## src/design/asgr_pkg.sv

```systemverilog
package asgr_pkg;

   typedef enum logic [1:0] {
      PH_TEXT = 2'd0,
      PH_ESC  = 2'd1,
      PH_CSI  = 2'd2
   } phase_type;

   localparam logic [7:0]  CH_ESC      = 8'h1B;
   localparam logic [7:0]  CH_BRACKET  = 8'h5B;
   localparam logic [7:0]  CH_FINAL_M  = 8'h6D;
   localparam logic [7:0]  CH_DIGIT_0  = 8'h30;
   localparam logic [7:0]  CH_DIGIT_9  = 8'h39;
   localparam logic [7:0]  CH_UPPER_A  = 8'h41;
   localparam logic [7:0]  CH_UPPER_Z  = 8'h5A;
   localparam logic [7:0]  CH_LOWER_A  = 8'h61;
   localparam logic [7:0]  CH_LOWER_Z  = 8'h7A;

   localparam logic [7:0]  SGR_RESET     = 8'd0;
   localparam logic [7:0]  SGR_BOLD      = 8'd1;
   localparam logic [7:0]  SGR_UNDERLINE = 8'd4;
   localparam logic [7:0]  SGR_REVERSE   = 8'd7;
   localparam logic [7:0]  FG_BASE       = 8'd30;
   localparam logic [7:0]  BG_BASE       = 8'd40;
   localparam logic [7:0]  COLOUR_SPAN   = 8'd7;
   localparam logic [7:0]  PARAM_MAX     = 8'd255;

   localparam logic [15:0] ATTR_BOLD       = 16'h0008;
   localparam logic [15:0] ATTR_REVERSE    = 16'h4000;
   localparam logic [15:0] ATTR_UNDERSCORE = 16'h8000;

   localparam logic [15:0] BASE_ATTR_RESET    = 16'h0007;
   localparam logic        CONSOLE_MODE_RESET = 1'b1;

   localparam logic CSR_CONSOLE_MODE = 1'b0;
   localparam logic CSR_BASE_ATTR    = 1'b1;

   localparam int RESULT_DEPTH_DEFAULT = 4;

   typedef struct packed {
      logic [7:0]  text_byte;
      logic [15:0] text_attribute;
      logic        out_last;
   } result_type;

   typedef struct packed {
      logic [1:0] count;
      result_type first;
      result_type second;
   } push_type;

   // colour index bit 0 is red, bit 1 green, bit 2 blue; attribute order is r/g/b high to low
   function automatic logic [2:0] colour_bits(input logic [2:0] idx);
      colour_bits = {idx[0], idx[1], idx[2]};
   endfunction

   function automatic logic [15:0] apply_param(input logic [7:0] code,
                                                input logic [15:0] attr,
                                                input logic [15:0] base);
      logic [7:0]  fg_idx;
      logic [7:0]  bg_idx;
      logic [15:0] a;
      fg_idx = code - FG_BASE;
      bg_idx = code - BG_BASE;
      a = attr;
      priority if (code == SGR_RESET) begin
         a = base;
      end else if (code == SGR_BOLD) begin
         a = attr | ATTR_BOLD;
      end else if (code == SGR_UNDERLINE) begin
         a = attr | ATTR_UNDERSCORE;
      end else if (code == SGR_REVERSE) begin
         a = attr | ATTR_REVERSE;
      end else if (code >= FG_BASE && code <= FG_BASE + COLOUR_SPAN) begin
         a = {attr[15:3], colour_bits(fg_idx[2:0])};
      end else if (code >= BG_BASE && code <= BG_BASE + COLOUR_SPAN) begin
         a = {attr[15:7], colour_bits(bg_idx[2:0]), attr[3:0]};
      end else begin
         a = attr;
      end
      apply_param = a;
   endfunction

endpackage

```

## src/design/asgr_parser.sv

```systemverilog
module asgr_parser (
   input  logic                 clock,
   input  logic                 reset,
   input  logic                 step,
   input  logic [7:0]           in_byte,
   input  logic                 console_mode,
   input  logic [15:0]          base_attribute,
   output asgr_pkg::push_type   push
);
   import asgr_pkg::*;

   phase_type   phase_ff, phase_in;
   logic [7:0]  param_ff, param_in;
   logic [15:0] work_ff, work_in;
   logic [15:0] cur_ff, cur_in;
   logic [11:0] param_sum;
   logic        is_digit;
   logic        is_letter;
   logic [15:0] applied;

   assign is_digit  = (in_byte >= CH_DIGIT_0) && (in_byte <= CH_DIGIT_9);
   assign is_letter = ((in_byte >= CH_UPPER_A) && (in_byte <= CH_UPPER_Z)) ||
                      ((in_byte >= CH_LOWER_A) && (in_byte <= CH_LOWER_Z));
   assign param_sum = {4'b0, param_ff} * 12'd10 + {8'b0, in_byte[3:0]};
   assign applied   = apply_param(param_ff, work_ff, base_attribute);

   always_comb begin
      phase_in = phase_ff;
      param_in = param_ff;
      work_in  = work_ff;
      cur_in   = cur_ff;
      push     = '0;
      if (step) begin
         unique case (phase_ff)
            PH_ESC: begin
               if (in_byte == CH_BRACKET) begin
                  phase_in = PH_CSI;
                  param_in = '0;
                  work_in  = cur_ff;
               end else if (in_byte == CH_ESC) begin
                  // release the held escape, keep the new one
                  push.count  = 2'd1;
                  push.first  = '{text_byte: CH_ESC, text_attribute: cur_ff, out_last: 1'b1};
               end else begin
                  phase_in    = PH_TEXT;
                  push.count  = 2'd2;
                  push.first  = '{text_byte: CH_ESC, text_attribute: cur_ff, out_last: 1'b0};
                  push.second = '{text_byte: in_byte, text_attribute: cur_ff, out_last: 1'b1};
               end
            end
            PH_CSI: begin
               if (is_digit) begin
                  param_in = (param_sum > {4'b0, PARAM_MAX}) ? PARAM_MAX : param_sum[7:0];
               end else if (is_letter) begin
                  work_in  = applied;
                  param_in = '0;
                  phase_in = PH_TEXT;
                  if (in_byte == CH_FINAL_M && console_mode) begin
                     cur_in = applied;
                  end
               end else begin
                  work_in  = applied;
                  param_in = '0;
               end
            end
            default: begin
               if (in_byte == CH_ESC) begin
                  phase_in = PH_ESC;
               end else begin
                  phase_in   = PH_TEXT;
                  push.count = 2'd1;
                  push.first = '{text_byte: in_byte, text_attribute: cur_ff, out_last: 1'b1};
               end
            end
         endcase
      end
   end

   always_ff @(posedge clock) begin
      if (reset) begin
         phase_ff <= PH_TEXT;
         param_ff <= '0;
         work_ff  <= BASE_ATTR_RESET;
         cur_ff   <= BASE_ATTR_RESET;
      end else begin
         phase_ff <= phase_in;
         param_ff <= param_in;
         work_ff  <= work_in;
         cur_ff   <= cur_in;
      end
   end

endmodule

```

## src/design/asgr_result_fifo.sv

```systemverilog
module asgr_result_fifo #(
   parameter int DEPTH = asgr_pkg::RESULT_DEPTH_DEFAULT
) (
   input  logic                  clock,
   input  logic                  reset,
   input  asgr_pkg::push_type    push,
   output logic                  room,
   output logic                  out_valid,
   input  logic                  out_pop,
   output asgr_pkg::result_type  out_word
);
   import asgr_pkg::*;

   localparam int PW = (DEPTH > 1) ? $clog2(DEPTH) : 1;
   localparam int CW = $clog2(DEPTH + 1);
   localparam logic [PW-1:0] LAST_SLOT = PW'(DEPTH - 1);
   localparam logic [CW-1:0] ROOM_LIMIT = CW'(DEPTH - 2);

   result_type    mem [DEPTH];
   logic [PW-1:0] wr_ptr_ff, wr_ptr_in;
   logic [PW-1:0] rd_ptr_ff, rd_ptr_in;
   logic [CW-1:0] count_ff, count_in;
   logic [PW-1:0] wr_next;

   function automatic logic [PW-1:0] wrap_inc(input logic [PW-1:0] p);
      wrap_inc = (p == LAST_SLOT) ? '0 : p + 1'b1;
   endfunction

   // two free slots always kept for the worst-case word
   assign room      = (count_ff <= ROOM_LIMIT);
   assign out_valid = (count_ff != '0);
   assign out_word  = mem[rd_ptr_ff];
   assign wr_next   = wrap_inc(wr_ptr_ff);

   always_comb begin
      wr_ptr_in = wr_ptr_ff;
      unique case (push.count)
         2'd1:    wr_ptr_in = wr_next;
         2'd2:    wr_ptr_in = wrap_inc(wr_next);
         default: wr_ptr_in = wr_ptr_ff;
      endcase
      rd_ptr_in = out_pop ? wrap_inc(rd_ptr_ff) : rd_ptr_ff;
      count_in  = count_ff + CW'(push.count) - CW'(out_pop);
   end

   always_ff @(posedge clock) begin
      if (push.count != 2'd0) begin
         mem[wr_ptr_ff] <= push.first;
      end
      if (push.count == 2'd2) begin
         mem[wr_next] <= push.second;
      end
   end

   always_ff @(posedge clock) begin
      if (reset) begin
         wr_ptr_ff <= '0;
         rd_ptr_ff <= '0;
         count_ff  <= '0;
      end else begin
         wr_ptr_ff <= wr_ptr_in;
         rd_ptr_ff <= rd_ptr_in;
         count_ff  <= count_in;
      end
   end

endmodule

```

## src/design/ansi_sgr_escape_filter.sv

```systemverilog
// Terminal byte-stream filter: strips ESC [ ... letter control sequences and
// tags every text byte with the current attribute word (SGR codes 0/1/4/7,
// 30-37, 40-47 of an 'm' sequence applied when console mode is set).
// Request channel: req_valid / req_stall with req_in_byte, one byte per word.
// Response channel: rsp_valid / rsp_stall with rsp_text_byte,
// rsp_text_attribute and rsp_out_last; a request byte gives zero, one or two
// response words, the last one flagged by rsp_out_last.
// CSR channel: csr_valid / csr_ready, csr_index 0 = console mode,
// 1 = base attribute; csr_ready is always high. Write only while idle.
// A byte is registered on entry, then parsed; its words are visible on the
// response port in the cycle after parsing. Throughput: one byte per cycle
// when not stalled; an ESC followed by a non-'[' byte gives two words, so
// the response port, not the parser, limits the sustained rate.
// A byte is parsed only while the result queue has two free slots; with the
// response side stalled the queue fills and req_stall rises.
// Reset clears the queue, returns the parser to plain text and restores
// console mode 1 and base attribute 7.
module ansi_sgr_escape_filter #(
   parameter int RESULT_DEPTH = asgr_pkg::RESULT_DEPTH_DEFAULT
) (
   input  logic        clock,
   input  logic        reset,
   input  logic        req_valid,
   output logic        req_stall,
   input  logic [7:0]  req_in_byte,
   output logic        rsp_valid,
   input  logic        rsp_stall,
   output logic [7:0]  rsp_text_byte,
   output logic [15:0] rsp_text_attribute,
   output logic        rsp_out_last,
   input  logic        csr_valid,
   output logic        csr_ready,
   input  logic        csr_index,
   input  logic [15:0] csr_data
);
   import asgr_pkg::*;

   logic        in_valid_ff, in_valid_in;
   logic [7:0]  in_byte_ff, in_byte_in;
   logic        console_mode_ff, console_mode_in;
   logic [15:0] base_attr_ff, base_attr_in;
   logic        room;
   logic        step;
   logic        accept;
   push_type    push;
   result_type  out_word;

   assign step      = in_valid_ff && room;
   assign req_stall = in_valid_ff && !room;
   assign accept    = req_valid && !req_stall;
   assign csr_ready = 1'b1;

   always_comb begin
      in_valid_in = in_valid_ff;
      in_byte_in  = in_byte_ff;
      if (accept) begin
         in_valid_in = 1'b1;
         in_byte_in  = req_in_byte;
      end else if (step) begin
         in_valid_in = 1'b0;
      end
      console_mode_in = console_mode_ff;
      base_attr_in    = base_attr_ff;
      if (csr_valid && csr_ready) begin
         unique case (csr_index)
            CSR_CONSOLE_MODE: console_mode_in = csr_data[0];
            CSR_BASE_ATTR:    base_attr_in    = csr_data;
            default:          base_attr_in    = base_attr_ff;
         endcase
      end
   end

   always_ff @(posedge clock) begin
      in_byte_ff <= in_byte_in;
      if (reset) begin
         in_valid_ff     <= 1'b0;
         console_mode_ff <= CONSOLE_MODE_RESET;
         base_attr_ff    <= BASE_ATTR_RESET;
      end else begin
         in_valid_ff     <= in_valid_in;
         console_mode_ff <= console_mode_in;
         base_attr_ff    <= base_attr_in;
      end
   end

   asgr_parser u_parser (
      .clock          (clock),
      .reset          (reset),
      .step           (step),
      .in_byte        (in_byte_ff),
      .console_mode   (console_mode_ff),
      .base_attribute (base_attr_ff),
      .push           (push)
   );

   asgr_result_fifo #(
      .DEPTH (RESULT_DEPTH)
   ) u_result_fifo (
      .clock     (clock),
      .reset     (reset),
      .push      (push),
      .room      (room),
      .out_valid (rsp_valid),
      .out_pop   (rsp_valid && !rsp_stall),
      .out_word  (out_word)
   );

   assign rsp_text_byte      = out_word.text_byte;
   assign rsp_text_attribute = out_word.text_attribute;
   assign rsp_out_last       = out_word.out_last;

endmodule

```

## config.mk

```make
export PLATFORM = sky130hd
export DESIGN_NAME = ansi_sgr_escape_filter
export DESIGN_NICKNAME = d
export VERILOG_FILES = /design/src/design/asgr_pkg.sv /design/src/design/asgr_parser.sv /design/src/design/asgr_result_fifo.sv /design/src/design/ansi_sgr_escape_filter.sv
export SDC_FILE = /design/constraint.sdc
export NUM_CORES = 1
export LEC_CHECK = 0
export BUFFER_PORTS_ARGS = -buffer_cell sky130_fd_sc_hd__buf_2
export CAP_MARGIN = 20
export CORE_MARGIN = 8
export CORE_UTILIZATION = 47
export CTS_CLUSTER_SIZE = 20
export DETAILED_ROUTE_END_ITERATION = 6
export GPL_ROUTABILITY_DRIVEN = 0
export MAX_ROUTING_LAYER = met4
export SYNTH_ARGS = -nofsm -noshare
export SYNTH_HDL_FRONTEND = slang
export SYNTH_SLANG_ARGS = --single-unit
```

## constraint.sdc

```tcl
create_clock -name clock -period 11.7 [get_ports clock]
set_input_delay 1.755 -clock clock [delete_from_list [all_inputs] [get_ports clock]]
set_output_delay 1.755 -clock clock [all_outputs]
set_load 0.03 [all_outputs]
```

-- Word-level counts from Yosys, hierarchy flattened
Memory sizes are Yosys's and may differ from the RTL's. A register that Yosys moved wholly into a read port is not among the register bits.
Index checks and enable logic that the tools add are counted.
- bits of input ports: 30
- memories kept: 1
- output and inout port bits: 28
- memory bits (writable): 100
- flip-flop bits (word level): 75
- word-level logic and storage cells: 116
- equality and inequality tests: 17
- reduce and logical (&&, ||, !) cells: 26
- multiplexer cells: 38
- multipliers: 1
- bitwise logic cells: 2
- add/subtract/negate cells: 8
- order comparisons: 12
- memory list (name ; words ; bits a word ; rd ports ; clocked after Yosys merged registers in ; wr ports ; line ; RTL):
    u_result_fifo.mem ; 4 ; 25 ; 1 ; 1 ; 2 ; asgr_result_fifo.sv:19 ; result_type mem [DEPTH];
- operators by type and width (kind ; count):
    $mux W52 ; 2
    $mux W16 ; 5
    $pmux W27 S2 ; 1
    $mux W25 ; 2
    $pmux W16 S2 ; 1
    $mux W27 ; 1
    $mux W26 ; 1
    $le A8 B6 Y1 const B ; 3
    $mux W8 ; 3
    $mux W2 ; 9
    $eq A8 B3 Y1 const B ; 2
    $eq A8 B7 Y1 const B ; 2
    $ge A8 B6 Y1 const B ; 2
    $ge A8 B7 Y1 const B ; 2
    $le A8 B7 Y1 const B ; 2
    $pmux W8 S2 ; 1
    $mux W15 ; 1
    $mux W7 ; 2
    $add A12 B4 Y12 ; 1
    $gt A12 B8 Y1 const B ; 1
    $mul A8 B3 Y11 const B ; 1
    $eq A2 B2 Y1 const B ; 5
    $logic_and A1 B1 Y1 ; 10
    $eq A8 B1 Y1 const B ; 1
    other kinds (24) ; 43

-- Depth between registers and ports, before layout
Gate-level depths: netlist (run 1).
- depth in word-level cells: 10
- depth in mapped cells: 15
- mapped depth without buffers: 13

-- By module
From an unflattened synthesis (run 1), not the netlist that was laid out.
- cell total of the unflattened synthesis: 776
- area, all modules: 9529.1 um^2
- by module, submodules not included (module ; instances ; cells an instance ; area each (um^2) ; seq. area each (um^2)):
    asgr_result_fifo ; 1 ; 305 ; 5450.2 ; 3183.1
    asgr_parser ; 1 ; 380 ; 3040.4 ; 840.8
    ansi_sgr_escape_filter ; 1 ; 91 ; 1038.5 ; 600.6

-- Worst setup path before layout (run 1)
OpenSTA, ideal clock, no wires.
- path type: reg-to-reg
- start: register in_byte_ff[2]
- end: memory u_result_fifo.mem[0][0] (netlist name) (enable)
- data arrival time: 3521 ps
- setup slack: 7737 ps
- clock period less this slack: 3963 ps
- required time: 11258 ps
- cell stages (with the launch flop): 8
- path through: edfxtp_1 > and4bb_2 > nand3_1 > nor3_1 > a21o_1 > nand2_1 > ha_1 > o21ai_0
- RTL lines (what ; line ; RTL):
    start: declaration ; ansi_sgr_escape_filter.sv:39 ; logic [7:0] in_byte_ff, in_byte_in;
    start signal: assignment ; ansi_sgr_escape_filter.sv:74 ; in_byte_ff <= in_byte_in;
    end: declaration ; asgr_result_fifo.sv:19 ;

==> results.md, run 1 <==
| Parameter | Reported |
|:---|:---|
| Crit Reg-Reg Startpoint | in_byte_ff[2] |
| Setup repair after global routing missed its margin | false |
| Total DRC errors in the routed layout | 0 |
| Residual overflow from global routing | 0 |
| Final-report max-slew violation count | 0 |
| Critical Path Start Type | flop |
| Design Area, Final | 9890 sq um |
| DRT antenna net count | 0 |
| Critical path start-end classification | flop to output port |
| Number of flops mapped to enable cells by yosys | 108 |
| Number of buffers inserted during clock tree synthesis | 17 |
| Clock tree from TritonCTS | yes |
| Maximum clock insertion buffer count | 2 |
| Commonest non-fill, non-tap cell in the layout | sky130_fd_sc_hd__edfxtp_1 |
| Cell with the biggest individual delay on the critical path | sky130_fd_sc_hd__dfxtp_2 |
| Final wirelength | 19100 um |
| Number of endpoints failing setup at the final stage | 0 |
| Run status | complete, no violations |
| Net switching fraction of the power | 28.0% |
| Hold-fix buffers at CTS | 0 |
| GR met1 Demand/Resource | 22.2% |
| Final worst-path cycle share | 34.2% |
| Clock latency on the worst-skew pair | 430 ps |
| DPL Wire Length | 13000 um |
| NumNets Final | 883 |
| CP top delay family | flip-flops |
| Initial antenna violation count | 0 |
| Fin Setup TNS | 0 ps |
| H-Tree Level Count | 4 |
| Least-Margin Pin Slew | 1020 ps |
| TritonCTS Sinks | 177 |
| Warnings, synthesis | 0 |
| Clock Pin Slew Worst Setup and Hold Paths | 60 ps |
| Switch Pwr | 459 uW |
| Largest voltage drop on the vdd net | 111 uV |
| Met3 usage in global routing | 3.21% |
| Ordered list of cells on the worst path | mux4_2, buf_2 |
| Proportion of power drawn by combinational gates | 18.8% |
| Number of top-level pins | 58 |
| Placement-stage cell area | 9250 sq um |
| Seq cells post-synth | 177 |
| Most used flip-flop cell after synthesis | sky130_fd_sc_hd__edfxtp_1 |
| Global-route usage over all layers | 17.4% |
| Count of cells resized by post-cts repair | 0 |
| DRC violation total after the first TritonRoute iteration | 384 |
| Core region area | 18600 sq um |
| Critical path data required time | 9950 ps |
| Post-layout minimum cycle time | 4000 ps |
| Clock root buffer | sky130_fd_sc_hd__clkbuf_16 |
| Number of violations of the max-capacitance limit | 0 |
| Cell area after technology mapping | 8870 sq um |
| Clock Power Share | 36.2% |
| Vias in the first global route | 6090 |
| Number of endpoints with negative hold slack in the final report | 0 |
| Top fanout value on the critical path | 25 |
| Share of total power in sequential cells | 45.0% |
| Overall die area | 23500 sq um |
| Share of final-layout standard cells stronger than drive strength 1 | 19.0% |
| Total setup buffers inserted after CTS | 0 |
| Horizontal die dimension | 153 um |
| Worst path arrival time | 2240 ps |
| Wire length of the first global-routing pass | 31800 um |
| Worst hold start | u_parser.work_ff[13] |
| Distinct cells, synth | 60 |
| Int Power | 1180 uW |
| Syn avg cell area | 11.4 sq um |
| Setup crit end kind | output port |
| Count of buffer and inverter cells on the critical path | 1 |
| Synthesis-to-finish area growth | 11.6% |
| Peak Freq | 0.250 GHz |
| Antenna cell count | 0 |
| Leak pwr | 0.00368 uW |
| Most utilized layer in the global route result | met2 |
| Worst slew margin | 31.4% |
| Post-Syn Nets | 845 |
| Met2 routing resource usage after global routing | 27.8% |
| Effective utilization at floorplan | 47.6% |
| Detailed-route via count | 5943 |
| Number of detailed-route iterations in the first pass | 5 |
| Class of the tightest hold or removal check | flop to flop |
| Top library cells by usage in the layout, fill and taps aside | sky130_fd_sc_hd__edfxtp_1 (108), sky130_fd_sc_hd__nand2_1 (85), sky130_fd_sc_hd__and2_1 (75) |
| Async set-or-reset flop fraction in the synthesized netlist | 0% |
| Pin count of the biggest net entering global routing | 54 |
| Synthesized instance count | 781 |
| Avg WL per Cell | 17.9 um |
| DIE HEIGHT | 153 um |
| Largest incremental delay on the critical path | 930 ps |
| P per Cell Area | 166 nW/um^2 |
| Portion of the post-synthesis area used by sequential elements | 52.1% |
| Routed vias/inst | 5.58 |
| IO buf count | 56 |
| Number of standard-cell rows in the floorplan | 50 |
| Setup Skew | 7.26 ps |
-- path summary, 6_finish.rpt --
| kind | cells after the start | slack [ps] | end |
|---|---|---|---|
| max | 2 | 7700 | rsp_text_attribute[1] |
| min | 2 | 460 | u_parser.work_ff[13] |
| max reg2reg | 12 | 7900 | u_result_fifo.mem[1][8] |
| min reg2reg | 2 | 460 | u_parser.work_ff[13] |
-- logic make-up after synthesis --
logic type,count (synthesis),share of synthesized area [%]
buffers and inverters,63,3.82
adder cells (fa/ha/maj),34,5.05
XOR/XNOR,8,0.790
AO/OA/AOI/OAI,138,9.26
multiplexers,73,12.0
other,1,0.0423
flip-flops,177,52.1
AND/OR/NAND/NOR,287,16.9
-- area by class of cell --
cell class                      instances  area (sq um)
Clock inverter                         13           185
Clock buffer                           18           429
Inverter                               22          82.6
Fill cell                            1659          8750
Timing Repair Buffer                   60           328
Multi-Input combinational cell        541          3950
Sequential cell                       177          4630
Tap cell                              234           293
-- power groups by stage --
stage               combinational, uW  sequential (uW)  clock (uW)
floorplan                         246              728           0
global placement                  308              751           0
detailed placement                312              753           0
CTS                               313              740         603
global route                      336              745         628
finish                            308              738         594
-- cell usage after synthesis (5+ instances only) --
cell type                  number  area, sq um
sky130_fd_sc_hd__edfxtp_1     108         3240
sky130_fd_sc_hd__nand2_1       85          319
sky130_fd_sc_hd__and2_1        75          469
sky130_fd_sc_hd__dfxtp_1       69         1380
sky130_fd_sc_hd__a21oi_1       50          250
sky130_fd_sc_hd__nor2_1        47          176
sky130_fd_sc_hd__o21ai_0       36          180
sky130_fd_sc_hd__ha_1          31          388
sky130_fd_sc_hd__mux2i_1       30          300
sky130_fd_sc_hd__mux4_2        25          563
sky130_fd_sc_hd__inv_1         22         82.6
sky130_fd_sc_hd__nor3_1        22          110
sky130_fd_sc_hd__clkbuf_1      20         75.1
sky130_fd_sc_hd__mux2_2        18          203
sky130_fd_sc_hd__nand3_1       15         75.1
sky130_fd_sc_hd__a211oi_1      10         75.1
sky130_fd_sc_hd__o211ai_1       9         67.6
sky130_fd_sc_hd__o21ai_1        9         45.0
sky130_fd_sc_hd__a21boi_0       5         37.5
sky130_fd_sc_hd__a21oi_2        5         43.8
sky130_fd_sc_hd__buf_2          5         25.0
sky130_fd_sc_hd__buf_4          5         37.5
sky130_fd_sc_hd__buf_6          5         56.3
sky130_fd_sc_hd__nor2b_1        5         31.3
-- flip-flops by register name, summed over array words and instances (netlist names), named ones only --
| name | count |
|---|---|
| console_mode_ff | 1 |
| u_parser.work_ff | 16 |
| u_parser.cur_ff | 16 |
| in_byte_ff | 8 |
| in_valid_ff | 1 |
| u_result_fifo.rd_ptr_ff | 2 |
| u_result_fifo.count_ff | 3 |
| u_parser.phase_ff | 2 |
| u_result_fifo.wr_ptr_ff | 2 |
| base_attr_ff | 16 |
| u_result_fifo.mem | 100 |
| u_parser.param_ff | 8 |
-- through the flow --
| stage | worst slack (ps) | total power, uW | util (%) | cells | hold WS (ps) |
|---|---|---|---|---|---|
| after floorplan | 7740 | 975 | - | 781 | 433 |
| after global placement | 8060 | 1060 | 49.6 | 1033 | 442 |
| after detailed placement | 7910 | 1070 | 49.6 | 1033 | 450 |
| after CTS | 7620 | 1660 | 52.9 | 1064 | 458 |
| after global routing | 7530 | 1710 | 53.1 | 1065 | 488 |
| final | 7700 | 1640 | 53.1 | 1065 | 458 |
-- worst min-delay path: cells and delay by family (launching register included) --
family	cells	cell delay, ps
DFF	1	310
and+or+nand+nor	1	50
AOI/OAI and AO/OA	1	50
-- per-layer routing --
layer,part of all wire [%],up-vias
met5,0,-
met4,1.1,0
met3,3.5,17
met2,48,113
met1,48,2915
li1,-,2898
Note: power is estimated with default switching activity, not from simulation.
==> run 2: changes to the inputs <==
==> constraint.sdc (replaced) <==
create_clock -name clock -period 3.9 [get_ports clock]
set_input_delay 0.585 -clock clock [delete_from_list [all_inputs] [get_ports clock]]
set_output_delay 0.585 -clock clock [all_outputs]
set_load 0.03 [all_outputs]
==> run 2 against run 1 <==
Net effect: worst setup slack lost 7200 ps; clock skew up 1.3 ps; count of clock-buffer cells in the layout grew 1; combinational power grew to 3.0 times the previous value; sequential cell count did not move; hold slack worse by 120 ps; global-route usage shrank 0.50 points; final cell count grew 0.75%; die area is the same; highest routed layer unchanged.
==> results.md, run 2 (synthesis gave the netlist of run 1 again) <==
| Parameter | Reported |
|:---|:---|
| Total setup buffers inserted after CTS | 0 |
| Switch Pwr | 1390 uW |
| Share of final-layout standard cells stronger than drive strength 1 | 19.7% |
| Global-route usage over all layers | 16.9% |
| Peak Freq | 0.297 GHz |
| Top fanout value on the critical path | 16 |
| Proportion of power drawn by combinational gates | 19.4% |
| IO buf count | 56 |
| Number of detailed-route iterations in the first pass | 4 |
| Clock Power Share | 35.0% |
| DIE HEIGHT | 153 um |
| Setup repair after global routing missed its margin | false |
| Detailed-route via count | 5874 |
| Share of total power in sequential cells | 45.7% |
| Synthesis-to-finish area growth | 11.7% |
| Leak pwr | 0.00370 uW |
| Pin count of the biggest net entering global routing | 34 |
| Area of the multi-input gates | 3950 sq um |
| Clock root buffer | sky130_fd_sc_hd__clkbuf_16 |
| Max FFs per register | 100 |
| Top library cells by usage in the layout, fill and taps aside | sky130_fd_sc_hd__edfxtp_1 (108), sky130_fd_sc_hd__nand2_1 (85), sky130_fd_sc_hd__and2_1 (75) |
| Int Power | 3440 uW |
| Crit Reg-Reg Startpoint | in_byte_ff[5] |
| Worst reg2reg path depth | 12 |
| Final worst-path cycle share | 86.4% |
| Least-Margin Pin Slew | 1010 ps |
| Final-report max-slew violation count | 0 |
| Overall die area | 23500 sq um |
| R2r endpoint | u_result_fifo.mem[0][14] |
| Vias in the first global route | 5764 |
| Filler instances | 1647 |
| Cell with the biggest individual delay on the critical path | sky130_fd_sc_hd__edfxtp_1 |
| Number of standard cells in the layout, taps in and fillers out | 1073 |
| Class of the tightest hold or removal check | input pin to flop |
| Setup crit end kind | flop |
| Horizontal die dimension | 153 um |
| H-Tree Level Count | 4 |
| Worst slew margin | 32.3% |
| Maximum clock insertion buffer count | 2 |
| Run status | complete, no violations |
| Number of standard-cell rows in the floorplan | 50 |
| Startpoint of the worst setup timing path | in_byte_ff[5] |
| Ordered list of cells on the worst path | and4bb_2, nand3_1, o31a_1, a21o_1, nand2_1, ha_1, and2_0, nor3_1, o21ai_0, a21oi_2, buf_4, and2_1 |
| Net switching fraction of the power | 28.8% |
| Critical Path Start Type | flop |
| Total DRC errors in the routed layout | 0 |
| Reg2reg setup slack | 530 ps |
| Antenna cell count | 0 |
| Number of violations of the max-capacitance limit | 0 |
| Avg WL per Cell | 17.8 um |
| Clock latency on the worst-skew pair | 420 ps |
| Effective utilization at floorplan | 47.6% |
| DRT antenna net count | 0 |
| Core region area | 18600 sq um |
| Critical path data required time | 4080 ps |
| Number of placed cells counting well taps | 1041 |
| Clock Pin Slew Worst Setup and Hold Paths | 70 ps |
| Worst path arrival time | 3550 ps |
| Worst setup path end | u_result_fifo.mem[0][14] |
| Area taken by flip-flops and latches | 4630 sq um |
| Largest incremental delay on the critical path | 420 ps |
| Number of endpoints failing setup at the final stage | 0 |
| Residual overflow from global routing | 0 |
| Critical path start-end classification | flop to flop |
| Hold-fix buffers at CTS | 0 |
| Count of cells resized by post-cts repair | 0 |
| Wire length of the first global-routing pass | 30600 um |
| DRC violation total after the first TritonRoute iteration | 457 |
| DPL Wire Length | 13100 um |
| Setup Skew | 8.57 ps |
| Worst Hold Slack | 338 ps |
| Number of buffers inserted during clock tree synthesis | 17 |
| Post-layout minimum cycle time | 3370 ps |
| Number of endpoints with negative hold slack in the final report | 0 |
| Number of top-level pins | 58 |
| Final wirelength | 19100 um |
| TritonCTS Sinks | 177 |
| Largest voltage drop on the vdd net | 277 uV |
| Most flop-heavy register | u_result_fifo.mem |
| NumNets Final | 890 |
| P per Cell Area | 488 nW/um^2 |
| Clock tree from TritonCTS | yes |
| Initial antenna violation count | 0 |
| Commonest non-fill, non-tap cell in the layout | sky130_fd_sc_hd__edfxtp_1 |
| Routed vias/inst | 5.47 |
==> run 2: worst min path at each step <==
stage | start | to | slack [ps] | cells past startpoint
after detailed placement | u_parser.work_ff[13] | u_parser.work_ff[13] | 450 | 2
after global placement | u_parser.work_ff[13] | u_parser.work_ff[13] | 440 | 2
after floorplan | u_parser.work_ff[11] | u_parser.work_ff[11] | 430 | 2
after CTS | req_in_byte[3] | in_byte_ff[3] | 320 | 1
after global routing | req_in_byte[3] | in_byte_ff[3] | 320 | 1
final | req_in_byte[3] | in_byte_ff[3] | 340 | 1
==> run 2: routing by layer <==
layer	share of wire (%)	track usage, %	up-vias	wire [um]
li1	-	-	2904	-
met1	46	21.1	2829	8750
met2	49	27.2	125	9340
met3	4.0	3.35	16	771
met4	1.3	5.51	0	239
met5	0	-	-	0
==> run 2: power by group through the flow <==
| stage | clock (uW) | combinational, uW | sequential [uW] |
|---|---|---|---|
| CTS | 1720 | 955 | 2210 |
| detailed placement | 0 | 951 | 2260 |
| global route | 1790 | 1020 | 2230 |
| finish | 1690 | 937 | 2210 |
| floorplan | 0 | 739 | 2180 |
| global placement | 0 | 939 | 2250 |
==> run 2: layout make-up <==
type / count / share of cell area [%]
Tap cell: 234 / 2.96
Clock inverter: 13 / 1.59
Timing Repair Buffer: 67 / 3.66
Multi-Input combinational cell: 541 / 39.9
Sequential cell: 177 / 46.7
Clock buffer: 19 / 4.37
Inverter: 22 / 0.834
==> run 2: worst max-delay path, delay by kind of cell (launching register included) <==
family                   cells  cell delay [ps]
flip-flops                   1              420
adder cells (fa/ha/maj)      1              360
AO/OA/AOI/OAI                4              870
buffers and inverters        1              210
AND/OR/NAND/NOR              6             1270
==> run 2: per-stage QoR <==
stage | util [%] | worst slack, ps | power [uW] | area, sq um | setup TNS (ps)
2_1_floorplan | - | -62.9 | 2920 | 8870 | -5700
3_3_place_gp | 50.0 | 666 | 3190 | 9310 | 0
3_5_place_dp | 50.0 | 576 | 3210 | 9310 | 0
4_1_cts | 53.1 | 548 | 4890 | 9900 | 0
5_1_grt | 53.1 | 265 | 5040 | 9900 | 0
6_report | 53.1 | 529 | 4840 | 9900 | 0
